**src/design/fsbp_pkg.sv**
```systemverilog
// shared types and constants of the fetch stage with branch target buffer
// used by every module of the fetch stage; depends on nothing else
package fsbp_pkg;

	// widths of the address and word fields
	localparam int PC_W   = 10;
	localparam int WORD_W = 32;
	localparam int LEN_W  = 11;

	// all-ones fetch address reported with an invalid result
	localparam logic [PC_W-1:0] PC_ALL_ONES = 10'h3FF;

	// opcode field of an instruction word
	localparam int OPC_LSB = 26;
	localparam int OPC_W   = 6;
	localparam logic [OPC_W-1:0] OP_BEQ = 6'd4;

	// item kinds carried on s_tuser
	localparam logic REQ_LOAD  = 1'b0;
	localparam logic REQ_FETCH = 1'b1;

	// configuration port
	localparam int CFG_ADDR_W = 3;
	localparam logic REG_PROGRAM_LENGTH = 1'b0;

	// input item payload, last field in the lowest bits
	typedef struct packed {
		logic [6:0]        pad;
		logic [PC_W-1:0]   jump_target;
		logic              jump_valid;
		logic              resolve_taken;
		logic [PC_W-1:0]   resolve_pc;
		logic              resolve_valid;
		logic [WORD_W-1:0] load_word;
		logic [PC_W-1:0]   load_addr;
	} in_item_t;

	// result item payload, last field in the lowest bits
	typedef struct packed {
		logic [5:0]        pad;
		logic [WORD_W-1:0] instruction;
		logic [PC_W-1:0]   fetched_pc;
	} out_item_t;

	localparam int S_TDATA_W = $bits(in_item_t);
	localparam int M_TDATA_W = $bits(out_item_t);

	// control from the fetch pipeline to the branch target buffer
	typedef struct packed {
		logic rd_a_en;
		logic rd_b_en;
		logic flip_en;
		logic flip_taken;
		logic ins_en;
	} btb_ctl_t;

endpackage

```
**src/design/fsbp_cfg.sv**
```systemverilog
// configuration register block behind the apb-style port
// depends on fsbp_pkg for the register index and widths
module fsbp_cfg (
	input  logic                               clk,
	input  logic                               arst_n,
	input  logic                               psel,
	input  logic                               penable,
	input  logic                               pwrite,
	input  logic [fsbp_pkg::CFG_ADDR_W-1:0]    paddr,
	input  logic [31:0]                        pwdata,
	output logic [31:0]                        prdata,
	output logic                               pready,
	output logic [fsbp_pkg::LEN_W-1:0]         program_length
);

	logic                          wr_hit;
	logic [fsbp_pkg::LEN_W-1:0]    len_q;

	assign pready = 1'b1;
	assign wr_hit = psel && penable && pwrite && pready
		&& (paddr[fsbp_pkg::CFG_ADDR_W-1] == fsbp_pkg::REG_PROGRAM_LENGTH);

	// program length register
	always_ff @(posedge clk or negedge arst_n) begin
		if (!arst_n) begin
			len_q <= '0;
		end else if (wr_hit) begin
			len_q <= pwdata[fsbp_pkg::LEN_W-1:0];
		end
	end

	// read back
	always_comb begin
		prdata = '0;
		if (paddr[fsbp_pkg::CFG_ADDR_W-1] == fsbp_pkg::REG_PROGRAM_LENGTH) begin
			prdata = 32'(len_q);
		end
	end

	assign program_length = len_q;

endmodule

```
**config.mk**
```make
export PLATFORM = sky130hd
export DESIGN_NAME = fsbp_cfg
export DESIGN_NICKNAME = d
export VERILOG_FILES = /design/src/design/fsbp_pkg.sv /design/src/design/fsbp_cfg.sv
export SDC_FILE = /design/constraint.sdc
export NUM_CORES = 1
export LEC_CHECK = 0
export ABC_AREA = 1
export BUFFER_PORTS_ARGS = -buffer_cell sky130_fd_sc_hd__buf_2
export CORE_ASPECT_RATIO = 1.2
export CORE_MARGIN = 4
export CORE_UTILIZATION = 36
export CTS_BUF_LIST = sky130_fd_sc_hd__clkbuf_2 sky130_fd_sc_hd__clkbuf_4 sky130_fd_sc_hd__clkbuf_8
export DETAILED_ROUTE_END_ITERATION = 6
export HOLD_SLACK_MARGIN = 0.1
export PLACE_DENSITY = 0.86
export SLEW_MARGIN = 0
export SYNTH_ARGS = -nofsm -noshare
export SYNTH_HDL_FRONTEND = slang
export SYNTH_SLANG_ARGS = --single-unit
```
**constraint.sdc**
```tcl
create_clock -name clk -period 1.6 [get_ports clk]
set_clock_uncertainty 0.05 [all_clocks]
set_input_delay 0.32 -clock clk [delete_from_list [all_inputs] [get_ports clk]]
set_output_delay 0.32 -clock clk [all_outputs]
set_load 0.005 [all_outputs]
```
==> impl_metrics.env <==
export IMPL_drive_gt1_frac=0.336
export IMPL_clkTransAtPathRegs_ns=0.08
export IMPL_p_sw_uw=251
export IMPL_pin_count=84
export IMPL_antenna_cells=0
export IMPL_synth_cell_types=10
export IMPL_area_growth_pct=23.0
export IMPL_finalCritPeriodShare=0.784
export IMPL_worstSkewPairLatency_ns=0.26
export IMPL_synthTopCellsByArea="dfrtp_1 38%, buf_4 24%, nand2_1 13%, nand3_1 7.7%, inv_1 6.8%"
export IMPL_wire_per_inst_um=10.1
export IMPL_crit_path_start_kind="flip-flop"
export IMPL_max_freq_ghz=0.797
export IMPL_rsz0062_at_grt="false"
export IMPL_p_seq_frac=0.458
export IMPL_timing_hold_ws_ns=0.233
export IMPL_p_leak_nw=0.590
export IMPL_cts_made_buffers=3
export IMPL_routed_wl_um=1600
export IMPL_grt_pass1_vias=580
export IMPL_final_nets=181
export IMPL_grt_pass1_wl_um=2530
export IMPL_final_area_um2=883
export IMPL_cts_htree_levels=1
export IMPL_placed_cell_area_um2=843
export IMPL_postSynthAreaPerCell_um2=7.25
export IMPL_clockPowerShare=0.256
export IMPL_required_ns=1.23
export IMPL_dr_pass1_iters=2
export IMPL_irDropWorstVdd_mv=0.458
export IMPL_synth_top_area_frac=0.383
export IMPL_postSynthCellCount=99
export IMPL_die_h_um=56.9
export IMPL_p_comb_frac=0.286
export IMPL_grt_usage=0.115
export IMPL_cts_resized_gates=0
export IMPL_clockBufferDepth=2
export IMPL_synth_area_um2=718
export IMPL_vias_per_cell=3.87
export IMPL_crit_fanout=3
export IMPL_start_util=0.384
export IMPL_dp_slack_ns=0.440
export IMPL_ant_nets=0
export IMPL_grt_max_degree=13
export IMPL_synth_ff_latch_count=11
export IMPL_core_area_mm2=0.00187
export IMPL_yosys_warnings=0
export IMPL_worstPathArrival_ns=0.88
export IMPL_gp_congestion=0.677
export IMPL_switching_share=0.313
export IMPL_antenna_found_initial=0
export IMPL_period_minus_slack_ns=1.25
export IMPL_dieArea_mm2=0.00278
export IMPL_io_buffer_count=38
export IMPL_grt_overflow=0
export IMPL_yosysTopAreaCell="dfrtp_1"
export IMPL_clock_sinks=11
export IMPL_die_w_um=48.8
export IMPL_drt_initial_drc_count=6
export IMPL_hp_class="input pin to flip-flop"
export IMPL_cts_tree="yes"
export IMPL_power_density_mw_per_mm2=909
export IMPL_rows=17
export IMPL_largest_reg_flops=11
export IMPL_finalSetupViolCount=0
export IMPL_power_internal_uw=551
export IMPL_finalWorstSetupSlack_ns=0.346
export IMPL_drc=0
export IMPL_finalHoldViolations=0
export IMPL_yosysSeqAreaShare=0.383
export IMPL_path_class="flip-flop to primary output"
export IMPL_route_vias_total=615
export IMPL_dp_final_hpwl_um=1280
export IMPL_drv_cap=0
export IMPL_outcome="finished clean"
export IMPL_setup_tns_ns=0
export IMPL_drv_slew=0
export IMPL_clockRootBuffer="clkbuf_4"
export IMPL_crit_path_end_kind="primary output"
[metrics by stage]
step,power (mW),utilization,std cells
finish,0.803,0.472,159
global placement,0.595,0.451,154
global route,0.871,0.472,159
CTS,0.816,0.472,159
floorplan,0.518,-,119
detailed placement,0.603,0.451,154
[critical path, cell delays in order (launching register included)]
cell     delay (ns)
dfrtp_1        0.39
inv_1          0.06
nor2_1         0.03
buf_2          0.13
[final cells by class]
| class | instances | area [um2] |
|---|---|---|
| Fill cell | 197 | 988 |
| Sequential cell | 11 | 275 |
| Multi-Input combinational cell | 69 | 275 |
| Timing Repair Buffer | 43 | 230 |
| Inverter | 13 | 48.8 |
| Clock buffer | 4 | 30.0 |
| Tap cell | 19 | 23.8 |
[timing repair]
item | 4_1_cts | 5_1_grt
hold endpoints to repair | 11 | 0
hold buffers | 1 | 0
endpoints found under the setup margin | 0 | 0
setup buffers | 0 | 0
[synthesized netlist by cell type]
master and count:
nand2_1 24, buf_4 23, inv_1 13, dfrtp_1 11
nand3_1 11, nor2_1 11, buf_2 2, conb_1 2
buf_6 1, nor2_2 1
[metal layers]
metal | track usage | wire (um) | vias to the layer above
li1 | - | - | 330
met1 | 0.124 | 629 | 256
met2 | 0.198 | 810 | 29
met3 | 0.0418 | 158 | 0
met4 | 0.0538 | 0 | 0
met5 | 0 | 0 | -
[cell families after synthesis]
| group | count (synthesis) | synth area share |
|---|---|---|
| flops | 11 | 0.383 |
| simple gates | 47 | 0.268 |
| other cells | 2 | 0.0105 |
| buf+inv | 39 | 0.338 |
[cells in the final DEF (no fill, tap or decap)]
cell,instances
conb_1,22
inv_1,13
nand3_1,11
clkbuf_4,4
dfrtp_1,11
nand2_1,24
buf_4,4
dlygate4sd3_1,1
buf_2,38
nor2_1,11
nor2_2,1
[worst paths after layout]
check / endpoint / from / slack, ns / cells after the start
min reg2reg: program_length[1] / program_length[1] / 0.45 / 2
max reg2reg: program_length[4] / program_length[4] / 0.93 / 2
min in group asynchronous: program_length[3] / arst_n / 0.41 / 2
max: prdata[10] / program_length[10] / 0.35 / 3
max in group asynchronous: program_length[6] / arst_n / 0.87 / 2
min: program_length[1] / pwdata[1] / 0.23 / 3
[power groups by stage]
stage                     Combinational [mW]  Sequential (mW)  Clock, mW
after floorplan                        0.142            0.376          0
after global placement                 0.226            0.369          0
after detailed placement               0.230            0.374          0
after CTS                              0.232            0.368      0.216
after global routing                   0.266            0.377      0.228
final                                  0.229            0.368      0.206
Note: power is estimated with default switching activity, not from simulation.
