[src/design/fsbp_pkg.sv]
// shared types and constants of the fetch stage with branch target buffer
// used by every module of the fetch stage; depends on nothing else
package fsbp_pkg;

	// widths of the address and word fields
	localparam int PC_W   = 10;
	localparam int WORD_W = 32;
	localparam int LEN_W  = 11;

	// all-ones fetch address reported with an invalid result
	localparam logic [PC_W-1:0] PC_ALL_ONES = 10'h3FF;

	// opcode field of an instruction word
	localparam int OPC_LSB = 26;
	localparam int OPC_W   = 6;
	localparam logic [OPC_W-1:0] OP_BEQ = 6'd4;

	// item kinds carried on s_tuser
	localparam logic REQ_LOAD  = 1'b0;
	localparam logic REQ_FETCH = 1'b1;

	// configuration port
	localparam int CFG_ADDR_W = 3;
	localparam logic REG_PROGRAM_LENGTH = 1'b0;

	// input item payload, last field in the lowest bits
	typedef struct packed {
		logic [6:0]        pad;
		logic [PC_W-1:0]   jump_target;
		logic              jump_valid;
		logic              resolve_taken;
		logic [PC_W-1:0]   resolve_pc;
		logic              resolve_valid;
		logic [WORD_W-1:0] load_word;
		logic [PC_W-1:0]   load_addr;
	} in_item_t;

	// result item payload, last field in the lowest bits
	typedef struct packed {
		logic [5:0]        pad;
		logic [WORD_W-1:0] instruction;
		logic [PC_W-1:0]   fetched_pc;
	} out_item_t;

	localparam int S_TDATA_W = $bits(in_item_t);
	localparam int M_TDATA_W = $bits(out_item_t);

	// control from the fetch pipeline to the branch target buffer
	typedef struct packed {
		logic rd_a_en;
		logic rd_b_en;
		logic flip_en;
		logic flip_taken;
		logic ins_en;
	} btb_ctl_t;

endpackage

[src/design/fsbp_btb.sv]
// direct-mapped branch target buffer: target memory plus valid and prediction bits
// depends on fsbp_pkg for the address width and the control struct
module fsbp_btb #(
	parameter int ENTRIES = 16
) (
	input  logic                          clk,
	input  logic                          arst_n,
	input  fsbp_pkg::btb_ctl_t            ctl,
	input  logic [$clog2(ENTRIES)-1:0]    ra_idx,
	input  logic [$clog2(ENTRIES)-1:0]    rb_idx,
	input  logic [$clog2(ENTRIES)-1:0]    r_idx,
	input  logic [$clog2(ENTRIES)-1:0]    f_idx,
	input  logic [fsbp_pkg::PC_W-1:0]     ins_tgt,
	output logic [fsbp_pkg::PC_W-1:0]     ra_tgt,
	output logic [fsbp_pkg::PC_W-1:0]     rb_tgt,
	output logic                          r_valid,
	output logic                          r_pred,
	output logic                          f_valid,
	output logic                          f_pred
);

	logic [ENTRIES-1:0]          valid_q;
	logic [ENTRIES-1:0]          pred_q;
	logic [fsbp_pkg::PC_W-1:0]   tgt_mem [ENTRIES];

	// valid and prediction bits, cleared at reset
	always_ff @(posedge clk or negedge arst_n) begin
		if (!arst_n) begin
			valid_q <= '0;
			pred_q  <= '0;
		end else begin
			if (ctl.flip_en) begin
				pred_q[r_idx] <= ctl.flip_taken;
			end
			if (ctl.ins_en) begin
				valid_q[f_idx] <= 1'b1;
				pred_q[f_idx]  <= 1'b0;
			end
		end
	end

	// target memory; port a forwards an install made at the same edge
	always_ff @(posedge clk) begin
		if (ctl.ins_en) begin
			tgt_mem[f_idx] <= ins_tgt;
		end
		if (ctl.rd_a_en) begin
			ra_tgt <= (ctl.ins_en && f_idx == ra_idx) ? ins_tgt : tgt_mem[ra_idx];
		end
		if (ctl.rd_b_en) begin
			rb_tgt <= tgt_mem[rb_idx];
		end
	end

	assign r_valid = valid_q[r_idx];
	assign r_pred  = pred_q[r_idx];
	assign f_valid = valid_q[f_idx];
	assign f_pred  = pred_q[f_idx];

endmodule

[config.mk]
export PLATFORM = sky130hd
export DESIGN_NAME = fsbp_btb
export DESIGN_NICKNAME = d
export VERILOG_FILES = /design/src/design/fsbp_pkg.sv /design/src/design/fsbp_btb.sv
export SDC_FILE = /design/constraint.sdc
export NUM_CORES = 1
export LEC_CHECK = 0
export BUFFER_PORTS_ARGS = -buffer_cell sky130_fd_sc_hd__buf_4
export CAP_MARGIN = 20
export CORE_MARGIN = 1.5
export CORE_UTILIZATION = 53
export CTS_CLUSTER_DIAMETER = 150
export DETAILED_ROUTE_END_ITERATION = 12
export PLACE_DENSITY = 0.74
export SYNTH_ARGS = -nofsm -noshare
export SYNTH_HDL_FRONTEND = slang
export SYNTH_SLANG_ARGS = --single-unit
[constraint.sdc]
create_clock -name clk -period 1.75 [get_ports clk]
set_clock_uncertainty 0.05 [all_clocks]
set_input_delay 0.0875 -clock clk [delete_from_list [all_inputs] [get_ports clk]]
set_output_delay 0.0875 -clock clk [all_outputs]
set_load 0.01 [all_outputs]
==> summary.txt <==
Final layout
  – Area growth syn-to-layout: 20.01%
  – Fin area: 0.01209 mm²
  – Ant diodes: 0
  – Layout fillers: 1256
  – Nets@finish: 655
  – Layout cell share with drive strength beyond 1: 0.4328
  – Final core utilization: 0.6485

Outcome
  – Status: complete, but fails checks
  – Failing checks: negative setup slack

STA
  – Fmax: 0.4506 GHz
  – Hold Vio Cnt, Final: 0
  – Slew Viols, Final: 0
  – Final worst-path cycle share: 1.268
  – Final setup viols: 5
  – Unrepaired setup endpoints after global routing: yes
  – Max-slew headroom: 0.6708
  – Tmin final: 2.219 ns
  – Min Hold Slack: 0.0005638 ns
  – Worst-margin pin slew: 0.4920 ns
  – Setup ws final: -0.4694 ns

CTS
  – CTS root buffer: clkbuf_16
  – Htree depth: 1
  – CTS buffer count: 24
  – CTS sink count: 212
  – CTS tree: built
  – CTS clock-pin slew for the worst setup and hold paths: 0.06 ns
  – Clk buf depth: 3
  – Clock latency at the later pin of the worst-skew pair: 0.51 ns

Routing
  – DRT Wirelength: 24260 µm
  – Routed vias/inst: 6.517
  – DR WL/cell: 27.76 µm
  – DR vias: 5696
  – Pre-Repair DR Iteration Count: 5
  – DR iter-0 viols: 451
  – DRC: 0
  – Routed Antenna Nets: 0

Synthesis
  – Netlist cell types: 26
  – Top-area cell type share of the netlist area: 0.5365
  – Synth cell count leaders: 180 x edfxtp_1, 77 x mux4_2, 36 x mux2i_1, 33 x mux4_1, 32 x dfrtp_1
  – Synth Instances: 508
  – Main synth FF type: edfxtp_1
  – Most area-consuming cells after synthesis: edfxtp_1 54%, mux4_2 17%, mux4_1 8.6%, dfrtp_1 7.9%, mux2i_1 3.6%
  – FF+latch count, synth: 212
  – Share of flip-flops with an asynchronous set or reset: 0.1509
  – Register area share after synthesis: 0.6160
  – Dominant cell type by area after synthesis: edfxtp_1
  – Number of synthesized flops with an enable pin: 180
  – Mapped cell area: 0.01007 mm²
  – Most frequent cell after synthesis: edfxtp_1
  – Synth warnings: 0
  – Avg Inst Size Synth: 19.83 µm²
  – Mapped Nets: 541

Critical path
  – Critical setup path kind: flip-flop to output port
  – Reg2reg start: tgt_mem[15][7]
  – FF-to-FF End: ra_tgt[7]
  – Worst Reg-to-Reg Cells: 4
  – WP data arrival: 2.08 ns
  – Crit path capture type: output port
  – Critical Path Start Type: flip-flop
  – Flop-to-flop setup slack: -0.02 ns
  – Worst path required time: 1.61 ns
  – Crit path max fanout: 3

Floorplan
  – Die width: 140.9 µm
  – Core area: 0.01864 mm²
  – Initial Util: 0.5404
  – Die Ht: 140.9 µm
  – I/O Pins: 57
  – Rows: 50
  – DIE AREA: 0.01984 mm²

Global routing
  – Gr ovfl total: 0
  – Overall Global Routing Usage: 0.2571
  – Vias in the first global route: 6010
  – Initial antenna violation count: 0
  – Largest net degree at the start of global routing: 33
  – First-pass GRT wire length: 37020 µm

Min path
  – Worst hold path type: primary input to asynchronous set/reset pin

Pwr
  – Power Density: 1046 mW/mm²
  – Total Power: 12.65 mW
  – Pleak: 4.251 nW
  – VDD IR-drop max: 675.2 µV

Place
  – Pre-CTS WS: -0.2006 ns
  – GP Congestion: 0.8945
  – Dpl hpwl: 15970 µm
  – PortBufs: 56
  – Placed instance area: 0.01114 mm²

Job
  – Max Cap Viol: 0
what timing repair did:
item	in CTS	in global routing
setup endpoints to repair	9	15
hold endpoints to repair	236	0
cloned	0	0
pin swaps	0	0
resized for setup	14	15
buffers inserted	0	1
hold buffers	16	0
power by group:
group	switching, mW	leakage [nW]	internal (mW)
sequential	0.144	2.01	5.75
combinational	0.641	1.83	0.782
clock	1.98	0.411	3.35
routing by layer:
layer / global-route usage / routed length, µm / up-vias
met5: 0 / 0 / -
met1: 0.3475 / 9295 / 2996
met2: 0.4317 / 12270 / 291
met3: 0.05299 / 2124 / 46
met4: 0.06963 / 578 / 0
li1: - / - / 2363
layout by cell type, fill, tap and decap left out, drive strengths merged, types with 5 or more instances in the layout:
cell         instances
a21oi               10
buf                107
bufinv               5
clkbuf              29
clkinv               7
dfrtp               32
dlygate4sd3         16
edfxtp             180
mux2                10
mux2i               36
mux4               110
nand2               14
nand3b               6
nor2                28
nor3                 7
o21ai                9
or2                 16
logic make-up (layout without fill, tap and decap cells):
group	Yosys count	after routing	synth area share
flops	212	212	0.6160
mux	156	156	0.3051
simple gates	82	82	0.04173
buf+inv	35	167	0.02422
compound gates	19	19	0.009439
xor+xnor	4	4	0.003478
metrics by stage:
step	TNS [ns]	instances
floorplan	-0.4947	508
global placement	-1.580	813
detailed placement	-1.846	813
CTS	-1.819	873
global route	-2.151	874
finish	-1.816	874
sequential cells by signal (all words and copies together) (netlist names):
register and count:
tgt_mem 160, pred_q 16, valid_q 16, ra_tgt 10
rb_tgt 10
critical path, cell delays in order (launching register included):
cell     delay, ns
dfrtp_1       0.40
mux4_2        0.51
mux4_2        0.52
buf_6         0.15
how the worst max path moves through the flow:
| stage | start | to | depth (start not counted) |
|---|---|---|---|
| 2_1_floorplan | f_idx[1] | tgt_mem[12][0] | 3 |
| 3_3_place_gp | ra_idx[0] | ra_tgt[7] | 6 |
| 3_5_place_dp | ra_idx[0] | ra_tgt[7] | 6 |
| 4_1_cts | valid_q[7] | f_valid | 3 |
| 5_1_grt | valid_q[7] | f_valid | 3 |
| 6_report | valid_q[7] | f_valid | 3 |
layout make-up:
| cell class | instances | area, µm² | share of cell area |
|---|---|---|---|
| flip-flops and latches | 212 | 6206 | 0.5133 |
| clock inverters | 15 | 206.4 | 0.01708 |
| clock buffers | 29 | 640.6 | 0.05299 |
| well taps | 234 | 292.8 | 0.02422 |
| repair buffers | 123 | 1179 | 0.09749 |
| multi-input cells | 261 | 3566 | 0.2949 |
No activity file was read; power rests on OpenSTA's default activity.
